`src/sv/cbpg_pkg.sv`:
```
// Package for the cubic Bezier point generator: field widths, fixed-point
// formats and the widths of the shared multiplier datapath.
// No dependencies.
package cbpg_pkg;

  // Field widths
  localparam int COORD_BITS   = 10;
  localparam int FRAC_BITS    = 8;
  localparam int MAX_SEGMENTS = 63;
  localparam int SEG_BITS     = 6;
  localparam int OUT_BITS     = COORD_BITS + FRAC_BITS;

  // Curve parameter t has T_FRAC fractional bits, weights have W_FRAC
  localparam int T_FRAC  = 16;
  localparam int W_FRAC  = 3 * T_FRAC;
  localparam int W_BITS  = W_FRAC + 1;

  // Shared multiplier operands: a takes u, t, partial products and weights,
  // b takes u, t, 3u, 3t or a control coordinate
  localparam int MA_BITS = W_BITS + 1;
  localparam int MB_BITS = (T_FRAC + 3 > COORD_BITS) ? T_FRAC + 3 : COORD_BITS;
  localparam int ACC_BITS = W_BITS + COORD_BITS + 1;

  // Rounding of the weighted sum down to FRAC_BITS fractional bits
  localparam int RND_SHIFT = W_FRAC - FRAC_BITS;

endpackage

```
`src/sv/cubic_bezier_point_generator_core.sv`:
```
// Cubic Bezier tessellator core: control point latch, t generator,
// sequencer and one shared multiplier with accumulators.
// Depends on cbpg_pkg.
//
// One item carries four control points and a segment count n; the block
// returns n+1 curve points (n = 0 returns P0 alone), the last one flagged.
// For n > 0, a restoring divider first forms 65536/n bit by bit.
// Each point then runs a program on the shared multiplier (six products for
// the Bernstein weights, eight weight by coordinate products, a last step to
// retire the last product) and a load step that loads the output register
// and steps t; a stalled output stretches the load step. The block takes no
// new item while one is in work, but accepts the next one while the final
// point still waits in the output register.
module cubic_bezier_point_generator_core (
  input  logic                                clk,
  input  logic                                rst,
  input  logic                                in_valid,
  output logic                                in_stall,
  input  logic signed [cbpg_pkg::COORD_BITS-1:0] p0_x,
  input  logic signed [cbpg_pkg::COORD_BITS-1:0] p0_y,
  input  logic signed [cbpg_pkg::COORD_BITS-1:0] p1_x,
  input  logic signed [cbpg_pkg::COORD_BITS-1:0] p1_y,
  input  logic signed [cbpg_pkg::COORD_BITS-1:0] p2_x,
  input  logic signed [cbpg_pkg::COORD_BITS-1:0] p2_y,
  input  logic signed [cbpg_pkg::COORD_BITS-1:0] p3_x,
  input  logic signed [cbpg_pkg::COORD_BITS-1:0] p3_y,
  input  logic        [cbpg_pkg::SEG_BITS-1:0]   segments,
  output logic                                out_valid,
  input  logic                                out_stall,
  output logic signed [cbpg_pkg::OUT_BITS-1:0]   curve_x,
  output logic signed [cbpg_pkg::OUT_BITS-1:0]   curve_y,
  output logic        [cbpg_pkg::SEG_BITS-1:0]   point_index,
  output logic                                last
);
  import cbpg_pkg::*;

  // Sequencer states
  localparam logic [1:0] S_IDLE = 2'd0;
  localparam logic [1:0] S_DIV  = 2'd1;
  localparam logic [1:0] S_CALC = 2'd2;
  localparam logic [1:0] S_EMIT = 2'd3;

  // Write-back targets of the multiplier
  localparam logic [3:0] D_NONE     = 4'd0;
  localparam logic [3:0] D_UU       = 4'd1;
  localparam logic [3:0] D_TT       = 4'd2;
  localparam logic [3:0] D_W0       = 4'd3;
  localparam logic [3:0] D_W1       = 4'd4;
  localparam logic [3:0] D_W2       = 4'd5;
  localparam logic [3:0] D_W3       = 4'd6;
  localparam logic [3:0] D_ACCX_LD  = 4'd7;
  localparam logic [3:0] D_ACCX_ADD = 4'd8;
  localparam logic [3:0] D_ACCY_LD  = 4'd9;
  localparam logic [3:0] D_ACCY_ADD = 4'd10;

  localparam logic [3:0] LAST_STEP = 4'd14;
  localparam logic [T_FRAC:0] T_ONE = (T_FRAC + 1)'(1) << T_FRAC;
  localparam logic [4:0] DIV_TOP = 5'(T_FRAC);
  localparam logic [ACC_BITS-1:0] RND_HALF = ACC_BITS'(1) << (RND_SHIFT - 1);

  logic [1:0]               state;
  logic [3:0]               step;
  logic [4:0]               div_cnt;
  logic [SEG_BITS-1:0]      seg;
  logic [SEG_BITS-1:0]      idx;
  logic [T_FRAC:0]          q0;
  logic [SEG_BITS-1:0]      r0;
  logic [SEG_BITS-1:0]      rem;
  logic [T_FRAC:0]          t;
  logic [SEG_BITS-1:0]      r;
  logic signed [COORD_BITS-1:0] ctrl [8];

  logic [W_BITS-1:0]        uu;
  logic [W_BITS-1:0]        tt;
  logic [W_BITS-1:0]        w [4];
  logic signed [ACC_BITS-1:0] prod;
  logic [3:0]               dest;
  logic signed [ACC_BITS-1:0] acc_x;
  logic signed [ACC_BITS-1:0] acc_y;

  logic [T_FRAC:0]          u;
  logic [T_FRAC+1:0]        t3;
  logic [T_FRAC+1:0]        u3;
  logic signed [MA_BITS-1:0] op_a;
  logic signed [MB_BITS-1:0] op_b;
  logic [3:0]               op_dest;
  logic signed [MA_BITS+MB_BITS-1:0] mult_full;
  logic [SEG_BITS:0]        rem_shift;
  logic                     rem_ge;
  logic [SEG_BITS:0]        r_sum;
  logic                     r_wrap;
  logic signed [ACC_BITS-1:0] rnd_x;
  logic signed [ACC_BITS-1:0] rnd_y;
  logic signed [ACC_BITS-1:0] shr_x;
  logic signed [ACC_BITS-1:0] shr_y;
  logic                     out_free;

  assign in_stall = (state != S_IDLE);
  assign out_free = !out_valid || !out_stall;

  // Form 1-t and the tripled multipliers
  assign u  = T_ONE - t;
  assign t3 = {1'b0, t} + {t, 1'b0};
  assign u3 = {1'b0, u} + {u, 1'b0};

  // Restoring divider step for 65536 / n
  assign rem_shift = {rem, (div_cnt == DIV_TOP)};
  assign rem_ge    = (rem_shift >= {1'b0, seg});

  // Step the remainder of i*65536/n
  assign r_sum  = {1'b0, r} + {1'b0, r0};
  assign r_wrap = (r_sum >= {1'b0, seg});

  // Select multiplier operands for the current step
  always_comb begin
    op_a    = '0;
    op_b    = '0;
    op_dest = D_NONE;
    if (state == S_CALC) begin
      case (step)
        4'd0: begin
          op_a = MA_BITS'(u);  op_b = MB_BITS'(u);  op_dest = D_UU;
        end
        4'd1: begin
          op_a = MA_BITS'(t);  op_b = MB_BITS'(t);  op_dest = D_TT;
        end
        4'd2: begin
          op_a = MA_BITS'(uu); op_b = MB_BITS'(u);  op_dest = D_W0;
        end
        4'd3: begin
          op_a = MA_BITS'(uu); op_b = MB_BITS'(t3); op_dest = D_W1;
        end
        4'd4: begin
          op_a = MA_BITS'(tt); op_b = MB_BITS'(t);  op_dest = D_W3;
        end
        4'd5: begin
          op_a = MA_BITS'(tt); op_b = MB_BITS'(u3); op_dest = D_W2;
        end
        4'd6: begin
          op_a = MA_BITS'(w[0]); op_b = MB_BITS'(ctrl[0]); op_dest = D_ACCX_LD;
        end
        4'd7: begin
          op_a = MA_BITS'(w[1]); op_b = MB_BITS'(ctrl[2]); op_dest = D_ACCX_ADD;
        end
        4'd8: begin
          op_a = MA_BITS'(w[2]); op_b = MB_BITS'(ctrl[4]); op_dest = D_ACCX_ADD;
        end
        4'd9: begin
          op_a = MA_BITS'(w[3]); op_b = MB_BITS'(ctrl[6]); op_dest = D_ACCX_ADD;
        end
        4'd10: begin
          op_a = MA_BITS'(w[0]); op_b = MB_BITS'(ctrl[1]); op_dest = D_ACCY_LD;
        end
        4'd11: begin
          op_a = MA_BITS'(w[1]); op_b = MB_BITS'(ctrl[3]); op_dest = D_ACCY_ADD;
        end
        4'd12: begin
          op_a = MA_BITS'(w[2]); op_b = MB_BITS'(ctrl[5]); op_dest = D_ACCY_ADD;
        end
        4'd13: begin
          op_a = MA_BITS'(w[3]); op_b = MB_BITS'(ctrl[7]); op_dest = D_ACCY_ADD;
        end
        default: begin
          op_a = '0; op_b = '0; op_dest = D_NONE;
        end
      endcase
    end
  end

  assign mult_full = op_a * op_b;

  // Round half-up to the output format
  assign rnd_x = acc_x + RND_HALF;
  assign rnd_y = acc_y + RND_HALF;
  assign shr_x = rnd_x >>> RND_SHIFT;
  assign shr_y = rnd_y >>> RND_SHIFT;

  // Register the product and its target
  always_ff @(posedge clk) begin
    prod <= mult_full[ACC_BITS-1:0];
    if (rst) begin
      dest <= D_NONE;
    end else begin
      dest <= op_dest;
    end
  end

  // Write back the previous product
  always_ff @(posedge clk) begin
    case (dest)
      D_UU:       uu    <= prod[W_BITS-1:0];
      D_TT:       tt    <= prod[W_BITS-1:0];
      D_W0:       w[0]  <= prod[W_BITS-1:0];
      D_W1:       w[1]  <= prod[W_BITS-1:0];
      D_W2:       w[2]  <= prod[W_BITS-1:0];
      D_W3:       w[3]  <= prod[W_BITS-1:0];
      D_ACCX_LD:  acc_x <= prod;
      D_ACCX_ADD: acc_x <= acc_x + prod;
      D_ACCY_LD:  acc_y <= prod;
      D_ACCY_ADD: acc_y <= acc_y + prod;
      default: ;
    endcase
  end

  // Latch the control points of an accepted item
  always_ff @(posedge clk) begin
    if (state == S_IDLE && in_valid) begin
      ctrl[0] <= p0_x;
      ctrl[1] <= p0_y;
      ctrl[2] <= p1_x;
      ctrl[3] <= p1_y;
      ctrl[4] <= p2_x;
      ctrl[5] <= p2_y;
      ctrl[6] <= p3_x;
      ctrl[7] <= p3_y;
    end
  end

  // Sequencer: divide, step t, run the multiplier program, emit
  always_ff @(posedge clk) begin
    if (rst) begin
      state   <= S_IDLE;
      step    <= '0;
      div_cnt <= '0;
      seg     <= '0;
      idx     <= '0;
      q0      <= '0;
      r0      <= '0;
      rem     <= '0;
      t       <= '0;
      r       <= '0;
    end else begin
      case (state)
        S_IDLE: begin
          if (in_valid) begin
            if (segments > SEG_BITS'(MAX_SEGMENTS)) begin
              seg <= SEG_BITS'(MAX_SEGMENTS);
            end else begin
              seg <= segments;
            end
            idx  <= '0;
            t    <= '0;
            r    <= '0;
            step <= '0;
            rem  <= '0;
            q0   <= '0;
            div_cnt <= DIV_TOP;
            if (segments == '0) begin
              state <= S_CALC;
            end else begin
              state <= S_DIV;
            end
          end
        end
        S_DIV: begin
          q0 <= {q0[T_FRAC-1:0], rem_ge};
          if (rem_ge) begin
            rem <= SEG_BITS'(rem_shift - {1'b0, seg});
          end else begin
            rem <= rem_shift[SEG_BITS-1:0];
          end
          if (div_cnt == '0) begin
            if (rem_ge) begin
              r0 <= SEG_BITS'(rem_shift - {1'b0, seg});
            end else begin
              r0 <= rem_shift[SEG_BITS-1:0];
            end
            state <= S_CALC;
          end else begin
            div_cnt <= div_cnt - 5'd1;
          end
        end
        S_CALC: begin
          if (step == LAST_STEP) begin
            step  <= '0;
            state <= S_EMIT;
          end else begin
            step <= step + 4'd1;
          end
        end
        S_EMIT: begin
          if (out_free) begin
            if (idx == seg) begin
              state <= S_IDLE;
            end else begin
              idx   <= idx + SEG_BITS'(1);
              t     <= t + q0 + (T_FRAC + 1)'(r_wrap);
              if (r_wrap) begin
                r <= SEG_BITS'(r_sum - {1'b0, seg});
              end else begin
                r <= r_sum[SEG_BITS-1:0];
              end
              state <= S_CALC;
            end
          end
        end
        default: state <= S_IDLE;
      endcase
    end
  end

  // Output register: load a point when free, drop valid once taken
  always_ff @(posedge clk) begin
    if (rst) begin
      out_valid <= 1'b0;
    end else if (state == S_EMIT && out_free) begin
      out_valid <= 1'b1;
    end else if (!out_stall) begin
      out_valid <= 1'b0;
    end
  end

  always_ff @(posedge clk) begin
    if (state == S_EMIT && out_free) begin
      curve_x     <= shr_x[OUT_BITS-1:0];
      curve_y     <= shr_y[OUT_BITS-1:0];
      point_index <= idx;
      last        <= (idx == seg);
    end
  end

  // Multiplier write-backs come only from the point program
  a_dest_idle: assert property (@(posedge clk) disable iff (rst)
    (state != S_CALC) |-> (dest == D_NONE))
    else $error("multiplier write-back outside point program");

  // Remainder of the t generator stays below n
  a_rem_range: assert property (@(posedge clk) disable iff (rst)
    (state == S_CALC && seg != '0) |-> (r < seg))
    else $error("t remainder out of range");

  // Point counter never runs past n
  a_idx_range: assert property (@(posedge clk) disable iff (rst)
    (state != S_IDLE) |-> (idx <= seg))
    else $error("point counter beyond segment count");

  // Final point of a non-empty item sits exactly at t = 1
  a_t_end: assert property (@(posedge clk) disable iff (rst)
    (state == S_CALC && seg != '0 && idx == seg) |-> (t == T_ONE))
    else $error("final point not at t = 1");

  // Loading the final point returns the block to idle
  a_end_idle: assert property (@(posedge clk) disable iff (rst)
    (state == S_EMIT && out_free && idx == seg) |=> (state == S_IDLE && out_valid && last))
    else $error("item did not close after final point");

endmodule

```
`config.mk`:
```
export PLATFORM = sky130hd
export DESIGN_NAME = cubic_bezier_point_generator_core
export DESIGN_NICKNAME = d
export VERILOG_FILES = /design/src/sv/cbpg_pkg.sv /design/src/sv/cubic_bezier_point_generator_core.sv
export SDC_FILE = /design/constraint.sdc
export NUM_CORES = 2
export LEC_CHECK = 0
export ABC_AREA = 1
export BUFFER_PORTS_ARGS = -buffer_cell sky130_fd_sc_hd__buf_2
export CAP_MARGIN = 0
export CORE_ASPECT_RATIO = 1.75
export CORE_MARGIN = 5
export CORE_UTILIZATION = 50
export DETAILED_ROUTE_END_ITERATION = 7
export PLACE_DENSITY = 0.75
export SLEW_MARGIN = 20
export SYNTH_ARGS = -nofsm -noshare
export SYNTH_HDL_FRONTEND = slang
export SYNTH_SLANG_ARGS = --single-unit
export TNS_END_PERCENT = 100
```
`constraint.sdc`:
```
create_clock -name clk -period 10.9 [get_ports clk]
set_clock_uncertainty 0.1 [all_clocks]
set_input_delay 0.545 -clock clk [delete_from_list [all_inputs] [get_ports clk]]
set_output_delay 0.545 -clock clk [all_outputs]
set_load 0.05 [all_outputs]
```
==> summary.md <==
| Metric | Value |
|---|---|
| Htree depth | `3` |
| Fin nets | `8514` |
| Clock latency at the later pin of the worst-skew pair | `0.64 ns` |
| Worst-path clk slew | `0.06 ns` |
| Seq pwr share | `approximately a quarter` |
| P per Cell Area | `between 150 and 200 mW/mm2` |
| Width of the die | `276 um` |
| Hold slack final | `about 0.10 ns` |
| F_max | `0.0968 GHz` |
| Status | `completed` |
| Area Growth Syn to Fin | `9.95%` |
| Mapped Cells | `7093` |
| Clock Path Buffers | `3` |
| Minimum clock period | `10.33 ns` |
| Number of buffers added on ports | `roughly 130` |
| Site Rows | `171` |
| CTS Hold Bufs | `80` |
| Crit path launch type | `flip-flop` |
| Final GP Congestion | `1.00` |
| Hold Crit Endpoint | `out_valid` |
| Delay-heaviest family, CP | `adder cells` |
| Routed via count | `51300` |
| Slew headroom | `24.1%` |
| Final Max Slew Viols | `0` |
| Final-report hold violation count | `0` |
| Worst hold path startpoint | `out_stall` |
| Core box area | `0.124 mm2` |
| Tcrit/Tclk final | `94.8%` |
| ANT nets after route | `0` |
| Pwr Total | `0.0131 W` |
| Synth top area cells | `edfxtp_1 26%, fa_1 25%, nand2_1 11%` |
| Async set-reset flop share out of synthesis | `0%` |
| CTS Root Cell | `clkbuf_16` |
| Commonest cells after routing, fill and taps aside | `1774 x nand2_1, 1230 x inv_1, 765 x fa_1` |
| Met3 Routed Length | `12.0 mm` |
| GRT Overall Usage | `30.7%` |
| CP max-delay cell | `fa_1` |
| Worst EP arrival | `10.79 ns` |
| Drt initial violations | `4164` |
| Setup slack, reg-to-reg | `about 0.57 ns` |
| Highest routing layer actually used | `met4` |
| Total CTS buffers | `69` |
| DR WL/cell | `about 23 um` |
| Post_cts resized | `0` |
| Chip height | `476 um` |
| Reg-to-reg endpoint | `prod[54]` |
| DR WL met2 | `108 mm` |
| DIE AREA | `0.132 mm2` |
| Post-synth EDFFs | `approximately 530` |
| Int Power | `0.00670 W` |
| Slew of the pin with the lowest slew margin | `between 1 and 1.5 ns` |
| Critical Path Stages | `40` |
| # setup viols final | `0` |
| Critical-path maximum fanout | `26` |
| R2R Path Start | `t[0]` |
| Post-route DRC | `0` |
| Synth unique cells | `58` |
| Critical path endpoint category | `flip-flop` |
| Warnings from Yosys | `0` |
| Vias in the first global route | `54000` |
| Mapped Avg Cell Area | `8.76 um2` |
| Worst Path Required | `11.36 ns` |
| Initial Util | `50.2%` |
| Gate power share | `55.2%` |
| Dpl hpwl | `161 mm` |
| Clock Sinks | `671` |
| HP Class | `in -> reg` |
| Via density | `around 5.7` |
| Setup Buffers After CTS | `0` |
| R2r worst-path depth | `40` |
| CTS tree | `yes` |
| Grt ovf | `0` |
| Switching power | `roughly 0.0064 W` |
| Unrepaired setup endpoints after global routing | `no` |
| First-pass GRT wire length | `312 mm` |
| Switching part of the total | `49.0%` |
| Flops & latches, synth | `671` |
| Leak pwr | `32.5 nW` |
| Main flop type after synthesis | `edfxtp_1` |
| Top-area cell type share of the netlist area | `25.8%` |
| Most frequent CP cell | `nand2_1` |
| First drt pass iteration count | `6` |
| Seq/Total Area, Yosys | `30.2%` |
| Syn_nets | `8310` |
| Kind of critical path | `reg -> reg` |
| Boundary Pins | `135` |
| Maximum vdd drop | `0.313 mV` |
| Area leader, netlist | `edfxtp_1` |
| Metal-1 WL | `65.6 mm` |
| Share of post-route cells with drive strength above 1 | `6.94%` |
| Worst Hold Depth | `3` |
| Worst path max stage delay | `0.76 ns` |
| Clock Power Share | `19.1%` |
| WP buf/inv | `6` |
| Most common cell after layout, fill and taps aside | `nand2_1` |
| Routed WL | `206 mm` |
| Mapped Area | `between 0.06 and 0.07 mm2` |
| Max-cap violations | `0` |
| Largest net degree at the start of global routing | `83` |
| Final setup TNS | `0 ns` |
| Initial antenna violation count | `4` |
## tightest hold or removal path, cell delays in order
cell and delay, ns:
buf_2 0.10, nand2_1 0.07, a21oi_1 0.07
## layer usage
metal  track usage, %  up-vias
met3             3.72      886
met1             31.1    25200
li1                 -    22900
met5                0        -
met4             23.9        0
met2             56.9     2307
## how the worst max path moves through the flow
| stage | slack [ns] | start | end |
|---|---|---|---|
| 3_5_place_dp | 0.66 | t[0] | prod[55] |
| 6_report | 0.57 | t[0] | prod[54] |
| 4_1_cts | 0.60 | t[2] | prod[55] |
| 2_1_floorplan | 2.15 | t[1] | prod[55] |
| 3_3_place_gp | 0.75 | t[0] | prod[55] |
| 5_1_grt | 0.02 | t[2] | prod[55] |
## cell families (layout without fill, tap and decap cells)
family          after synthesis  in the layout  synth area share (%)
compound gates              973            973                  9.13
mux                           2              2                0.0342
buf+inv                    1476           1736                  9.05
flops                       671            671                  30.2
simple gates               2683           2683                  17.4
fa+ha+maj                  1127           1127                  31.9
xor+xnor                    161            161                  2.27
other cells                   0              3                     0
## through the flow
step                setup WS, ns  cells  util [%]  instance area, um2
CTS                        0.595   8996      55.1               68300
global placement           0.750   8789      52.6               65100
global route              0.0163   8999      55.1               68300
floorplan                   2.15   7093         -               62100
detailed placement         0.656   8789      52.6               65100
finish                     0.572   8999      55.1               68300
## cell usage after synthesis (9+ instances only)
| cell type | count |
|---|---|
| a211oi_1 | 13 |
| dfxtp_1 | 138 |
| a21o_1 | 40 |
| fa_1 | 765 |
| ha_1 | 362 |
| or2_2 | 62 |
| edfxtp_1 | 533 |
| nor3_1 | 37 |
| a21oi_1 | 395 |
| nor2_2 | 10 |
| o21a_1 | 17 |
| clkbuf_1 | 122 |
| inv_1 | 1231 |
| inv_2 | 26 |
| nor4_1 | 14 |
| nand2_1 | 1777 |
| xnor2_1 | 53 |
| buf_2 | 61 |
| o2111ai_1 | 10 |
| a22o_1 | 24 |
| o211ai_1 | 17 |
| a221oi_1 | 51 |
| o21ai_0 | 280 |
| nand3b_1 | 12 |
| nand3_1 | 211 |
| o21bai_1 | 21 |
| a21boi_0 | 11 |
| a31oi_1 | 48 |
| buf_1 | 25 |
| clkinv_1 | 9 |
| xor2_1 | 108 |
| nor2_1 | 511 |
| nand4_1 | 29 |
## cell type report
| type | instances | area (um2) |
|---|---|---|
| sequential | 671 | 18800 |
| timing repair buffer | 343 | 2440 |
| clock buffer | 84 | 1830 |
| multi-input combinational | 4946 | 37900 |
| clock inverter | 43 | 553 |
| tap | 1643 | 2060 |
| antenna | 3 | 7.51 |
| inverter | 1266 | 4750 |
| fill | 11000 | 55600 |
## power groups by stage
stage / Combinational [W] / Sequential (W) / Clock, W
final: 0.00726 / 0.00339 / 0.00251
after global routing: 0.00781 / 0.00340 / 0.00264
after CTS: 0.00718 / 0.00338 / 0.00253
after detailed placement: 0.00707 / 0.00343 / 0
after global placement: 0.00706 / 0.00342 / 0
after floorplan: 0.00441 / 0.00337 / 0
## sequential cells by signal, indices dropped and copies added (netlist names), 5 cells and up
register and count:
w 196, ctrl 80, acc_x 58, acc_y 58
prod 58, tt 49, uu 49, curve_x 18
curve_y 18, q0 17, t 17, idx 6
point_index 6, r0 6, r 6, rem 6
seg 6, div_cnt 5
Note: power is estimated with default switching activity, not from simulation.
